File: config.mk
export PLATFORM = sky130hd
export DESIGN_NAME = tcw_ctrl
export DESIGN_NICKNAME = d
export VERILOG_FILES = /design/src/rtl/tcw_pkg.sv /design/src/rtl/tcw_ctrl.sv
export SDC_FILE = /design/constraint.sdc
export NUM_CORES = 1
export LEC_CHECK = 0
export ABC_AREA = 1
export BUFFER_PORTS_ARGS = -buffer_cell sky130_fd_sc_hd__buf_4
export CORE_AREA = 2 2 39 41
export DETAILED_ROUTE_END_ITERATION = 7
export DIE_AREA = 0 0 41 43
export GPL_TIMING_DRIVEN = 0
export PLACE_DENSITY = 0.55
export SLEW_MARGIN = 20
export SYNTH_ARGS = -nofsm -noshare
export SYNTH_HDL_FRONTEND = slang
export SYNTH_SLANG_ARGS = --single-unit
File: constraint.sdc
create_clock -name clk -period 0.95 [get_ports clk]
set_input_delay 0.095 -clock clk [delete_from_list [all_inputs] [get_ports clk]]
set_output_delay 0.095 -clock clk [all_outputs]
set_load 0.03 [all_outputs]
File: src/rtl/tcw_pkg.sv
// Shared types, constants and controller/datapath link structs for the
// text console writer. No dependencies.
`default_nettype none

package tcw_pkg;

  localparam int COLUMNS_DEF   = 80;
  localparam int ROW_COUNT_DEF = 25;

  localparam int IDX_W  = 11;
  localparam int CELL_W = 16;
  localparam int CHAR_W = 8;

  typedef logic [CHAR_W-1:0] char_t;
  typedef logic [CELL_W-1:0] cell_t;
  typedef logic [IDX_W-1:0]  idx_t;

  localparam cell_t BLANK_CELL   = 16'h0700;
  localparam char_t NEWLINE_CODE = 8'd10;

  localparam logic OP_WRITE = 1'b0;
  localparam logic OP_READ  = 1'b1;

  typedef struct packed {
    logic capture;
    logic clear_wr;
    logic char_wr;
    logic read_cell;
    logic copy_rd;
    logic copy_wr;
    logic fill_wr;
    logic cnt_inc;
    logic cnt_zero;
    logic load_out;
  } tcw_cmd_t;

  typedef struct packed {
    logic op_read;
    logic in_range;
    logic scroll_needed;
    logic cnt_last;
    logic cnt_copy_last;
  } tcw_status_t;

endpackage

`default_nettype wire

File: src/rtl/tcw_ctrl.sv
// Sequencing state machine: clearing pass, item execution, scroll copy/fill
// and result handoff. Depends on tcw_pkg.
`default_nettype none

module tcw_ctrl import tcw_pkg::*; (
  input  wire logic        clk,
  input  wire logic        rst,
  input  wire logic        in_valid,
  output logic             in_ready,
  output logic             out_valid,
  input  wire logic        out_ready,
  input  wire tcw_status_t status,
  output tcw_cmd_t         cmd
);

  localparam logic [2:0] ST_CLEAR   = 3'd0;
  localparam logic [2:0] ST_IDLE    = 3'd1;
  localparam logic [2:0] ST_EXEC    = 3'd2;
  localparam logic [2:0] ST_RD_WAIT = 3'd3;
  localparam logic [2:0] ST_COPY_RD = 3'd4;
  localparam logic [2:0] ST_COPY_WR = 3'd5;
  localparam logic [2:0] ST_FILL    = 3'd6;
  localparam logic [2:0] ST_DONE    = 3'd7;

  logic [2:0] state;
  logic [2:0] state_next;
  logic       out_valid_next;

  assign in_ready = (state == ST_IDLE);

  always_comb begin
    state_next     = state;
    cmd            = '0;
    out_valid_next = out_valid && !out_ready;
    case (state)
      ST_CLEAR: begin
        cmd.clear_wr = 1'b1;
        cmd.cnt_inc  = 1'b1;
        if (status.cnt_last) state_next = ST_IDLE;
      end
      ST_IDLE: begin
        if (in_valid) begin
          cmd.capture = 1'b1;
          state_next  = ST_EXEC;
        end
      end
      ST_EXEC: begin
        if (status.op_read) begin
          if (status.in_range) begin
            cmd.read_cell = 1'b1;
            state_next    = ST_RD_WAIT;
          end else begin
            state_next = ST_DONE;
          end
        end else begin
          cmd.char_wr = 1'b1;
          if (status.scroll_needed) begin
            cmd.cnt_zero = 1'b1;
            state_next   = ST_COPY_RD;
          end else begin
            state_next = ST_DONE;
          end
        end
      end
      ST_RD_WAIT: state_next = ST_DONE;
      ST_COPY_RD: begin
        cmd.copy_rd = 1'b1;
        state_next  = ST_COPY_WR;
      end
      ST_COPY_WR: begin
        cmd.copy_wr = 1'b1;
        cmd.cnt_inc = 1'b1;
        state_next  = status.cnt_copy_last ? ST_FILL : ST_COPY_RD;
      end
      ST_FILL: begin
        cmd.fill_wr = 1'b1;
        cmd.cnt_inc = 1'b1;
        if (status.cnt_last) state_next = ST_DONE;
      end
      ST_DONE: begin
        if (!out_valid || out_ready) begin
          cmd.load_out   = 1'b1;
          out_valid_next = 1'b1;
          state_next     = ST_IDLE;
        end
      end
      default: state_next = ST_CLEAR;
    endcase
  end

  always_ff @(posedge clk) begin
    if (rst) begin
      state     <= ST_CLEAR;
      out_valid <= 1'b0;
    end else begin
      state     <= state_next;
      out_valid <= out_valid_next;
    end
  end

endmodule

`default_nettype wire

After elaboration in Yosys (flattened, before gate mapping) --
Cells that the tools add are included.
Cells by class: equal/unequal tests 11, mux-type cells 27, reduce and logical (&&, ||, !) cells 7
Operators by type and width (count):
- one-hot mux 3 bit (8 select lines) | 1
- two-way mux 3 bit | 6
- two-way mux 1 bit | 17
- == test 3 bit, second input constant | 4
- inequality test 2 bit, second input constant | 4
- == test 3 x 2 -> 1 bit, second input constant | 2
- two-way mux 2 bit | 3
- AND reduction 4 bit | 1
- == test 3 x 1 -> 1 bit, second input constant | 1
- logical NOT 3 bit | 1
- OR reduction 3 bit | 1
- logical NOT 1 bit | 2
- logical AND 1 bit | 1
- logical OR 1 bit | 1
Word-level totals: register bits after elaboration 4, input bits 9, output and inout bits 12, word-level logic and storage cells 47

Logic depth before layout (Yosys ltp) --
depth in word-level cells 4, gate-level depth with buffers 9, mapped depth without buffers 8

Worst setup path after synthesis --
Ideal clock, no wire load.
path kind reg2out, from register state[2], to output cmd[1] in the netlist's numbering, arrival time 1.204 ns, required time 0.855 ns, path slack -0.349 ns, cell stages (with the launch flop) 4, path buffers 0, path through dfxtp_1 -> inv_2 -> nand3b_1 -> nor3_1
RTL lines:
- start, declared | line tcw_ctrl.sv:25 | logic [2:0] state;
- start signal, assigned | line tcw_ctrl.sv:96 | state <= state_next;
- end, declared | line tcw_ctrl.sv:13 | output tcw_cmd_t cmd

==> flow_summary.toml <==
[critical_path]
crit_required_ps = 850
critical_path_class = "reg2out"
cpPeakStageDelay_ps = 330
cp.arrival_ps = 1250
cp_slowest_cell = "dfxtp_2"
crit_chain = "buf_8, buf_6, nand2_4, nor2_4, or2_4, buf_6"
cp-start-kind = "flop"
cp_common_cell = "buf_6"
cp_num_buf_inv = 3
cp_max_fo = 5
crit_family = "buffers and inverters"
worstSetupEndpointType = "output port"

[sta]
fin_ws_ps = -397.9
rsz0062_at_grt = "yes"
fmax_mhz = 741.9
hold_viol = 0
drv_slew = 0
skew_ps = 4.990
setup_tns_ps = -4130
fin_crit_ps = 1348
worst_pin_slew_ps = 158.9
slew_headroom_pct = 89.29
period_share_pct = 141.9
setup_viol = 14

[hold_path]
hp-class = "in2reg"

[clock_tree]
cts_sinks = 4
clk_path_buf_depth = 2
clock-root-buffer = "clkbuf_4"
clock_latency_ps = 230
clkSlewWorstSetupHoldPaths_ps = 30
hold_buffers = 0
h-tree-depth = 1
cts_tree = "yes"
numCtsBuffers = 3

[cells_and_area]
postLayoutCellArea_um2 = 845.8
fill_cells = 122
area_growth_pct = 142.3
finalNonFillerCells = 113
drive_gt1_share_pct = 68.04
diodes = 0
nets = 107

[floorplanning]
die_h_um = 43
rows = 14
design.die.area_um2 = 1763
core_area_um2 = 1384
pin_count = 21
die_w_um = 41
start_util_pct = 25.23

[drt]
post_drt_via_cell_ratio = 4.292
drtAntennaViolNets = 0
drtIter0Drc = 0
firstDrtPassIters = 1
avgRoutedWirePerCell_um = 9.903
num_vias = 485
routed_wl_um = 1119
route.detailed.drc = 0

[synthesis]
syn_area_um2 = 349.1
ys_ff_latch = 4
synth_seq_area_share_pct = 22.94
syn_nets = 71
netlist_top_cells_area = "dfxtp_1 23%, nand2_1 17%, inv_1 11%"
synth_top_area_share_pct = 22.94
synth_cells = 62
ys_types = 18
synth_largest_area_cell = "dfxtp_1"
avgSynthCellArea_um2 = 5.630
yosysWarnings = 0

[run_status]
violations = "setup timing"
status = "complete, but fails checks"

[grt]
track_usage_pct = 14.80
grt_pass1_wl_um = 1752
grt_overflow_total = 0
grt_pass1_vias = 425
antenna_found_initial = 0
grt_max_degree = 8

[flow_run]
drv_cap = 0

[placement]
io_buffers = 20
dp_slack_ps = -253.3
dp_cells = 98
dp_hpwl_um = 698.2
routabilityCongestion = 0.7260
place_area_um2 = 588.1

[pwr]
powerDensity_nw_per_um2 = 3472
p_leak_nw = 0.3986
peakVddDrop_mv = 1.820
worst reg2reg max path: stages (launching register included):
cell and delay [ps]:
dfxtp_2 340, buf_8 130, buf_4 110, nand3_2 120, nor2_2 130, nor2_2 50, nand2_2 70, nand2_1 50
nand2_1 70, nor2_1 50
cell families (layout without fill, tap and decap cells):
kind of cell / Yosys count / in the layout / share of synthesized area, %
AO/OA/AOI/OAI: 6 / 6 / 10.03
buffers and inverters: 13 / 48 / 16.13
flip-flops: 4 / 4 / 22.94
AND/OR/NAND/NOR: 39 / 39 / 50.90
power breakdown:
| group | internal (mW) | switching (mW) | total, mW |
|---|---|---|---|
| clock network | 0.158 | 0.0682 | 0.226 |
| logic | 1.10 | 1.17 | 2.28 |
| registers | 0.268 | 0.167 | 0.435 |
path summary, 6_finish.rpt:
path                   from         to  slack, ps  cells past startpoint
setup / recovery   state[0]     cmd[2]       -400                      6
hold reg to reg   out_valid  out_valid        520                      2
setup reg to reg   state[0]   state[1]       -270                      9
hold / removal          rst  out_valid         30                      2
timing repair:
item,4_1_cts,5_1_grt
setup endpoints to repair,14,14
pin swaps,7,8
setup buffers,9,1
gates resized for setup,21,13
gates cloned,1,0
area by class of cell:
class                           count  area, um^2  share of cell area, %
Multi-Input combinational cell     45       322.8                  38.17
Timing Repair Buffer               31       314.1                  37.13
Sequential cell                     4       90.09                  10.65
Inverter                           12       57.56                  6.805
Clock buffer                        4       26.28                  3.107
Tap cell                           16       20.02                  2.367
Buffer                              1       15.01                  1.775
synth_stat cells:
| master | number |
|---|---|
| nand2_1 | 16 |
| inv_1 | 10 |
| nor2_1 | 10 |
| dfxtp_1 | 4 |
| nor2_2 | 4 |
| nor3_1 | 3 |
| a21oi_1 | 2 |
| inv_2 | 2 |
| nand3_1 | 2 |
| buf_6 | 1 |
| nand2_2 | 1 |
| nand3_2 | 1 |
| nand3b_1 | 1 |
| o211ai_1 | 1 |
| o21a_1 | 1 |
| o21ai_0 | 1 |
| o21ai_1 | 1 |
| or2_2 | 1 |
cell usage in the layout, fill, tap and decap left out, drive strengths merged:
cell type	n
buf	31
nand2	17
nor2	14
inv	12
clkbuf	4
dfxtp	4
nand3	3
nor3	3
a21oi	2
o21ai	2
or2	1
nand3b	1
o211ai	1
o21a	1
bufbuf	1
flip-flops by register name, indices dropped and copies added (netlist names):
register,flops
out_valid,1
state,3
layer usage:
| layer | up-vias | global-route usage, % | share of wire [%] |
|---|---|---|---|
| met4 | 0 | 8.000 | 0 |
| met2 | 8 | 22.81 | 57 |
| met1 | 214 | 18.18 | 40 |
| met5 | - | 0 | 0 |
| met3 | 0 | 3.141 | 3.4 |
| li1 | 263 | - | - |
through the flow:
step,hold WS (ps),total power [mW],util [%]
after global placement,269.3,1.865,42.50
after global routing,19.57,3.149,61.12
final,28.71,2.937,61.12
after CTS,22.80,2.689,56.69
after floorplan,156.7,1.466,-
after detailed placement,270.0,1.863,42.50
(Power assumes the default switching activity.)
